<file path="src/sv/sew_pkg.sv">
// Package for the stall escalation watchdog: widths, level and register codes,
// and the reciprocal constant used for the microseconds-to-seconds scaling.
// No dependencies.
`default_nettype none

package sew_pkg;

    localparam int TIME_BITS   = 48;
    localparam int HEIGHT_BITS = 48;
    localparam int SECS_W      = 20;
    localparam int AGE_W       = 29;
    localparam int COUNT_W     = 32;
    localparam int LEVEL_W     = 2;
    localparam int CFG_IDX_W   = 4;

    // One second in microseconds, split into a power of two and an odd factor
    localparam int US_PER_SEC  = 1000000;
    localparam int POW2_SHIFT  = 6;
    localparam int DIV_ODD     = US_PER_SEC >> POW2_SHIFT;
    localparam int RECIP_L     = $clog2(DIV_ODD);

    // Threshold compare is done in microseconds
    localparam int THR_W       = SECS_W + $clog2(US_PER_SEC);

    // Reciprocal multiply: q = (x * RECIP) >> QSH, exact for every x below 2**XW
    localparam int XW          = TIME_BITS - POW2_SHIFT;
    localparam int MW          = XW + 1;
    localparam int QSH         = XW + RECIP_L;
    localparam int SUM_W       = XW + MW;
    localparam int XL          = XW / 2;
    localparam int XH          = XW - XL;
    localparam int ML          = MW / 2;
    localparam int MH          = MW - ML;

    localparam logic [127:0] RECIP_WIDE =
        ((128'(1) << QSH) + 128'(DIV_ODD) - 128'(1)) / 128'(DIV_ODD);
    localparam logic [MW-1:0] RECIP = RECIP_WIDE[MW-1:0];

    // Reset thresholds in seconds
    localparam logic [SECS_W-1:0] FIRST_RESET   = SECS_W'(300);
    localparam logic [SECS_W-1:0] RESTART_RESET = SECS_W'(1200);

    // Escalation levels
    localparam logic [LEVEL_W-1:0] LVL_NONE  = 2'd0;
    localparam logic [LEVEL_W-1:0] LVL_FIRST = 2'd1;
    localparam logic [LEVEL_W-1:0] LVL_SHUT  = 2'd3;

    // Configuration register indexes
    localparam logic [CFG_IDX_W-1:0] CFG_FIRST_STAGE   = CFG_IDX_W'(0);
    localparam logic [CFG_IDX_W-1:0] CFG_RESTART_STAGE = CFG_IDX_W'(1);

endpackage

`default_nettype wire

</file>
<file path="src/sv/stall_escalation_watchdog.sv">
// Items pass capture, partial-product and quotient registers to the m_ channel.
// Throughput: one item per cycle unless m_ready stalls; the state update is done
// on acceptance and the seconds age runs through a two-stage reciprocal multiplier.
// Reset (aresetn low, synchronous): state, counters and pipeline valids clear,
// thresholds return to 300 s and 1200 s. No clearing pass is needed.
// Uses sew_pkg for widths, codes and the reciprocal constant.
`default_nettype none

module stall_escalation_watchdog (
    input  wire logic                              aclk,
    input  wire logic                              aresetn,
    // configuration write channel
    input  wire logic                              cfg_valid,
    output logic                                   cfg_ready,
    input  wire logic [sew_pkg::CFG_IDX_W-1:0]     cfg_index,
    input  wire logic [sew_pkg::SECS_W-1:0]        cfg_data,
    // tick channel
    input  wire logic                              s_valid,
    output logic                                   s_ready,
    input  wire logic [sew_pkg::HEIGHT_BITS-1:0]   s_progress_height,
    input  wire logic [sew_pkg::TIME_BITS-1:0]     s_time_us,
    // result channel
    output logic                                   m_valid,
    input  wire logic                              m_ready,
    output logic                                   m_advanced,
    output logic                                   m_fire_first_stage,
    output logic                                   m_fire_shutdown,
    output logic [sew_pkg::LEVEL_W-1:0]            m_level_now,
    output logic [sew_pkg::AGE_W-1:0]              m_stall_age_secs,
    output logic [sew_pkg::HEIGHT_BITS-1:0]        m_highest_height,
    output logic [sew_pkg::COUNT_W-1:0]            m_first_stage_count,
    output logic [sew_pkg::COUNT_W-1:0]            m_shutdown_count
);

    typedef struct packed {
        logic                              advanced;
        logic                              fire_first;
        logic                              fire_shut;
        logic [sew_pkg::LEVEL_W-1:0]       level;
        logic [sew_pkg::HEIGHT_BITS-1:0]   highest;
        logic [sew_pkg::COUNT_W-1:0]       first_count;
        logic [sew_pkg::COUNT_W-1:0]       shut_count;
    } result_t;

    // Thresholds, held pre-scaled to microseconds
    logic [sew_pkg::THR_W-1:0]       thr_first_reg;
    logic [sew_pkg::THR_W-1:0]       thr_shut_reg;

    // Watchdog state
    logic [sew_pkg::HEIGHT_BITS-1:0] best_reg,    best_next;
    logic [sew_pkg::TIME_BITS-1:0]   adv_time_reg, adv_time_next;
    logic                            started_reg, started_next;
    logic [sew_pkg::LEVEL_W-1:0]     level_reg,   level_next;
    logic [sew_pkg::COUNT_W-1:0]     first_cnt_reg, first_cnt_next;
    logic [sew_pkg::COUNT_W-1:0]     shut_cnt_reg,  shut_cnt_next;

    // Pipeline stages
    logic                            v1_reg, v2_reg, v3_reg;
    result_t                         res1_reg, res2_reg, res3_reg;
    result_t                         res1_next;
    logic [sew_pkg::XW-1:0]          x1_reg, x1_next;
    logic [sew_pkg::XH+sew_pkg::MH-1:0] pp_hh_reg;
    logic [sew_pkg::XH+sew_pkg::ML-1:0] pp_hl_reg;
    logic [sew_pkg::XL+sew_pkg::MH-1:0] pp_lh_reg;
    logic [sew_pkg::XL+sew_pkg::ML-1:0] pp_ll_reg;
    logic [sew_pkg::AGE_W-1:0]       age3_reg;

    logic                            rdy1, rdy2, rdy3;
    logic                            in_fire;
    logic [sew_pkg::SUM_W-1:0]       prod_sum;

    // Stage readiness chained back from the result channel
    assign rdy3      = !v3_reg || m_ready;
    assign rdy2      = !v2_reg || rdy3;
    assign rdy1      = !v1_reg || rdy2;
    assign s_ready   = rdy1;
    assign cfg_ready = 1'b1;
    assign in_fire   = s_valid && s_ready;

    // Step the watchdog state for the incoming item
    always_comb begin
        logic                          adv;
        logic                          time_ok;
        logic [sew_pkg::TIME_BITS-1:0] diff;
        logic                          hit_first;
        logic                          hit_shut;
        adv       = s_progress_height > best_reg;
        time_ok   = s_time_us >= adv_time_reg;
        diff      = s_time_us - adv_time_reg;
        hit_first = 1'b0;
        hit_shut  = 1'b0;

        best_next      = best_reg;
        adv_time_next  = adv_time_reg;
        started_next   = started_reg;
        level_next     = level_reg;
        first_cnt_next = first_cnt_reg;
        shut_cnt_next  = shut_cnt_reg;
        x1_next        = '0;

        if (adv) begin
            best_next     = s_progress_height;
            adv_time_next = s_time_us;
            started_next  = 1'b1;
            level_next    = sew_pkg::LVL_NONE;
        end else if (!started_reg) begin
            adv_time_next = s_time_us;
            started_next  = 1'b1;
        end else begin
            // age >= T seconds exactly when diff >= T * 1e6
            hit_first = time_ok && (level_reg == sew_pkg::LVL_NONE) &&
                        (diff >= sew_pkg::TIME_BITS'(thr_first_reg));
            hit_shut  = time_ok && (level_reg != sew_pkg::LVL_SHUT) &&
                        (diff >= sew_pkg::TIME_BITS'(thr_shut_reg));
            if (time_ok) begin
                x1_next = diff[sew_pkg::TIME_BITS-1:sew_pkg::POW2_SHIFT];
            end
            if (hit_first) begin
                level_next = sew_pkg::LVL_FIRST;
                if (first_cnt_reg != '1) begin
                    first_cnt_next = first_cnt_reg + 1'b1;
                end
            end
            if (hit_shut) begin
                level_next = sew_pkg::LVL_SHUT;
                if (shut_cnt_reg != '1) begin
                    shut_cnt_next = shut_cnt_reg + 1'b1;
                end
            end
        end

        res1_next.advanced    = adv;
        res1_next.fire_first  = hit_first;
        res1_next.fire_shut   = hit_shut;
        res1_next.level       = level_next;
        res1_next.highest     = best_next;
        res1_next.first_count = first_cnt_next;
        res1_next.shut_count  = shut_cnt_next;
    end

    // Combine partial products and take the quotient bits
    assign prod_sum =
        (sew_pkg::SUM_W'(pp_hh_reg) << (sew_pkg::XL + sew_pkg::ML)) +
        (sew_pkg::SUM_W'(pp_hl_reg) << sew_pkg::XL) +
        (sew_pkg::SUM_W'(pp_lh_reg) << sew_pkg::ML) +
        sew_pkg::SUM_W'(pp_ll_reg);

    // Configuration registers; a zero or unknown-index write is dropped
    always_ff @(posedge aclk) begin
        if (!aresetn) begin
            thr_first_reg <= sew_pkg::THR_W'(sew_pkg::FIRST_RESET) *
                             sew_pkg::THR_W'(sew_pkg::US_PER_SEC);
            thr_shut_reg  <= sew_pkg::THR_W'(sew_pkg::RESTART_RESET) *
                             sew_pkg::THR_W'(sew_pkg::US_PER_SEC);
        end else if (cfg_valid && cfg_ready && (cfg_data != '0)) begin
            case (cfg_index)
                sew_pkg::CFG_FIRST_STAGE: begin
                    thr_first_reg <= sew_pkg::THR_W'(cfg_data) *
                                     sew_pkg::THR_W'(sew_pkg::US_PER_SEC);
                end
                sew_pkg::CFG_RESTART_STAGE: begin
                    thr_shut_reg <= sew_pkg::THR_W'(cfg_data) *
                                    sew_pkg::THR_W'(sew_pkg::US_PER_SEC);
                end
                default: begin
                end
            endcase
        end
    end

    // Watchdog state and pipeline valids
    always_ff @(posedge aclk) begin
        if (!aresetn) begin
            best_reg      <= '0;
            adv_time_reg  <= '0;
            started_reg   <= 1'b0;
            level_reg     <= sew_pkg::LVL_NONE;
            first_cnt_reg <= '0;
            shut_cnt_reg  <= '0;
            v1_reg        <= 1'b0;
            v2_reg        <= 1'b0;
            v3_reg        <= 1'b0;
        end else begin
            if (in_fire) begin
                best_reg      <= best_next;
                adv_time_reg  <= adv_time_next;
                started_reg   <= started_next;
                level_reg     <= level_next;
                first_cnt_reg <= first_cnt_next;
                shut_cnt_reg  <= shut_cnt_next;
            end
            if (rdy1) begin
                v1_reg <= in_fire;
            end
            if (rdy2) begin
                v2_reg <= v1_reg;
            end
            if (rdy3) begin
                v3_reg <= v2_reg;
            end
        end
    end

    // Pipeline payload: capture, partial products, quotient
    always_ff @(posedge aclk) begin
        if (in_fire) begin
            res1_reg <= res1_next;
            x1_reg   <= x1_next;
        end
        if (rdy2 && v1_reg) begin
            res2_reg  <= res1_reg;
            pp_hh_reg <= x1_reg[sew_pkg::XW-1:sew_pkg::XL] *
                         sew_pkg::RECIP[sew_pkg::MW-1:sew_pkg::ML];
            pp_hl_reg <= x1_reg[sew_pkg::XW-1:sew_pkg::XL] *
                         sew_pkg::RECIP[sew_pkg::ML-1:0];
            pp_lh_reg <= x1_reg[sew_pkg::XL-1:0] *
                         sew_pkg::RECIP[sew_pkg::MW-1:sew_pkg::ML];
            pp_ll_reg <= x1_reg[sew_pkg::XL-1:0] *
                         sew_pkg::RECIP[sew_pkg::ML-1:0];
        end
        if (rdy3 && v2_reg) begin
            res3_reg <= res2_reg;
            age3_reg <= prod_sum[sew_pkg::QSH +: sew_pkg::AGE_W];
        end
    end

    // Drive the result channel
    assign m_valid             = v3_reg;
    assign m_advanced          = res3_reg.advanced;
    assign m_fire_first_stage  = res3_reg.fire_first;
    assign m_fire_shutdown     = res3_reg.fire_shut;
    assign m_level_now         = res3_reg.level;
    assign m_stall_age_secs    = age3_reg;
    assign m_highest_height    = res3_reg.highest;
    assign m_first_stage_count = res3_reg.first_count;
    assign m_shutdown_count    = res3_reg.shut_count;

endmodule

`default_nettype wire

</file>
<file path="config.mk">
export PLATFORM = sky130hd
export DESIGN_NAME = stall_escalation_watchdog
export DESIGN_NICKNAME = d
export VERILOG_FILES = /design/src/sv/sew_pkg.sv /design/src/sv/stall_escalation_watchdog.sv
export SDC_FILE = /design/constraint.sdc
export NUM_CORES = 2
export LEC_CHECK = 0
export BUFFER_PORTS_ARGS = -buffer_cell sky130_fd_sc_hd__buf_2
export CAP_MARGIN = 20
export CORE_MARGIN = 4
export CORE_UTILIZATION = 58
export CTS_BUF_LIST = sky130_fd_sc_hd__clkbuf_16
export DETAILED_ROUTE_END_ITERATION = 10
export PLACE_DENSITY_LB_ADDON = 0.1
export SLEW_MARGIN = 25
export SYNTH_ARGS = -nofsm -noshare
export SYNTH_HDL_FRONTEND = slang
export SYNTH_SLANG_ARGS = --single-unit
</file>
<file path="constraint.sdc">
create_clock -name aclk -period 20.5 [get_ports aclk]
set_input_delay 2.05 -clock aclk [delete_from_list [all_inputs] [get_ports aclk]]
set_output_delay 2.05 -clock aclk [all_outputs]
set_load 0.005 [all_outputs]
</file>
==> results.yml <==
global_routing:
  antenna_found_initial: 22
  gr-total-overflow: 0
  first_global_vias: 47792
  grt_start_max_net_pins: 154
  gr-usage-all-layers_pct: 26.91
  grt_pass1_wl_um: 264000
final_layout:
  layout-drive-gt1-share_pct: 7.113
  multi_input_area_mm2: 0.04201
  final_core_util_pct: 63.84
  fin_nets: 8473
  seq_area_mm2: 0.02165
  fill_cells: 9518
  syn_to_final_growth_pct: 8.644
clock_network:
  cts_made_buffers: 86
  clk_pin_slew_ns: 0.06
  cts_num_sinks: 799
  cts_setup_buffers: 0
  clock_path_buffers: 3
  cts_tree: "yes"
  htree_levels: 3
  cts_hold_buf: 0
  clk_latency_ns: 0.72
  root_buffer: "clkbuf_16"
  ctsResizeCount: 0
sta:
  skew_ns: 0.07690
  hold_viol_final: 0
  setup-violations-final: 0
  setup_ws_ns: 12.31
  rsz0062_at_grt: "no"
  slew_headroom_pct: 5.835
  fin_crit_sh_pct: 39.95
  slew_viol_final: 0
  final.setup.tns_ns: 0
  tightest_slew_ns: 1.412
  max_freq_mhz: 122.1
  fin_crit_ns: 8.190
floorplan:
  die-width_um: 352.0
  core_mm2: 0.1168
  die_y_um: 352.0
  initial_utilization_pct: 58.76
  rows: 125
  die_area_mm2: 0.1239
  io_pins: 274
run_status:
  status: "finished clean"
worst_hold_path:
  hold_path.class: "reg -> reg"
routing:
  drt-initial-drc-count: 3003
  remaining_drc_errors: 0
  num_vias: 46613
  first_pass_iters: 6
  wire_per_inst_um: 20.12
  viasPerCell: 5.649
  route.final.wire_length_um: 166000
  antenna_left: 0
logic_synthesis:
  synthFlopType: "edfxtp_1"
  postSynthAreaPerCell_um2: 10.71
  synth_cell_types: 86
  syn_area_mm2: 0.06865
  synth-seq-cells: 799
  yosys.area.top_type_share_pct: 24.71
  synthTopCellsByArea: "edfxtp_1, fa_1, ha_1"
  synth_commonest_cells: "inv_1, ha_1, fa_1"
  synthCells: 6411
  ys_warn_count: 0
  synth_most_common_cell: "inv_1"
  async_flop_share_pct: 0
  synth-edff-count: 565
  yosysTopAreaCell: "edfxtp_1"
  synth_seq_area_share_pct: 31.54
  syn-num-nets: 8236
place:
  place_congestion: 0.9201
  place_hpwl_um: 132700
  dp_slack_ns: 12.50
  port_buffers: 272
flow_run:
  cap_violations: 0
critical_path:
  cp_max_fo: 9
  crit_required_ns: 20.93
  critPathCaptureType: "register"
  crit_arrival_ns: 8.62
  critPathKind: "reg -> reg"
  crit_path_start_kind: "register"
power:
  powerDensity_mw_per_mm2: 179.2
  leakage_nw: 34.95
  vdd_drop_max_uv: 235.3
critical path, stage by stage, from the launching register on:
cell      delay, ns
edfxtp_1       0.70
inv_1          0.23
ha_1           0.45
inv_1          0.14
fa_1           0.55
inv_1          0.05
fa_1           0.52
inv_1          0.05
fa_1           0.46
fa_1           0.52
fa_1           0.54
inv_1          0.05
fa_1           0.49
inv_1          0.04
ha_1           0.34
and4_1         0.22
nand2_1        0.10
nor2_1         0.05
nand4_1        0.10
a31oi_1        0.24
a21oi_1        0.33
o21ai_0        0.12
and2_1         0.18
o41ai_1        0.72
o31ai_1        0.24
o41ai_1        0.36
xnor2_1        0.10
stage by stage:
| step | hold WS, ns | std cells | power [mW] | cell area, µm² |
|---|---|---|---|---|
| 2_1_floorplan | 0.4003 | 6411 | 9.370 | 68650 |
| 3_3_place_gp | 0.4011 | 8082 | 11.67 | 71590 |
| 3_5_place_dp | 0.4045 | 8082 | 11.80 | 71610 |
| 4_1_cts | 0.4150 | 8242 | 13.49 | 74510 |
| 5_1_grt | 0.4191 | 8249 | 14.79 | 74580 |
| 6_report | 0.4124 | 8251 | 13.37 | 74580 |
cell type report:
cell class                 count  area share [%]
antenna                        7         0.02349
clock buffer                  86           2.885
clock inverter                74          0.9998
inverter                    1191           6.011
multi-input combinational   4272           56.32
sequential                   799           29.03
tap                         1524           2.557
timing repair buffer         298           2.172
logic make-up after synthesis:
group / Yosys count / synth area share (%)
compound gates: 979 / 9.177
xor+xnor: 268 / 3.419
fa+ha+maj: 1700 / 38.64
buf+inv: 1340 / 7.418
flops: 799 / 31.54
mux: 49 / 0.7236
other cells: 1 / 0.005463
simple gates: 1275 / 9.080
worst paths after layout:
check | from | end | slack [ns] | depth (start not counted)
worst max-delay path | x1_reg[31] | pp_hh_reg[41] | 12.31 | 26
worst min-delay path | res2_reg[89] | m_highest_height[25] | 0.41 | 0
worst max register to register | x1_reg[31] | pp_hh_reg[41] | 12.31 | 26
worst min register to register | res2_reg[89] | m_highest_height[25] | 0.41 | 0
per-layer routing:
metal	part of all wire (%)	vias to the layer above	track usage, %
met5	0.033	-	0
met4	2.2	8	6.596
met3	5.8	237	4.207
met2	48	1077	45.01
met1	44	23186	37.00
li1	-	22105	-
power breakdown:
part	internal, mW	switching, mW
logic	3.86	5.43
registers	2.35	0.146
clock network	0.880	0.706
total	7.09	6.28
cell usage in the layout (no fill, tap or decap), drive strengths merged, types with 37 or more instances in the layout:
| cell | Yosys | layout |
|---|---|---|
| o21bai | 45 | 45 |
| nor2 | 264 | 264 |
| nand2b | 66 | 66 |
| ha | 1000 | 1000 |
| nor2b | 70 | 70 |
| edfxtp | 565 | 565 |
| a21o | 151 | 151 |
| inv | 1191 | 1208 |
| buf | 29 | 298 |
| dfxtp | 234 | 234 |
| o211ai | 40 | 40 |
| a21oi | 308 | 308 |
| fa | 700 | 700 |
| nand2 | 370 | 370 |
| nor3 | 84 | 84 |
| xnor2 | 182 | 182 |
| o21a | 37 | 37 |
| clkbuf | 120 | 86 |
| clkinv | 0 | 42 |
| a211oi | 77 | 77 |
| and3 | 60 | 60 |
| o21ai | 173 | 173 |
| xor2 | 86 | 86 |
| mux2i | 44 | 44 |
| nand3 | 140 | 140 |
| nand4 | 89 | 89 |
Note: power is estimated with default switching activity, not from simulation.
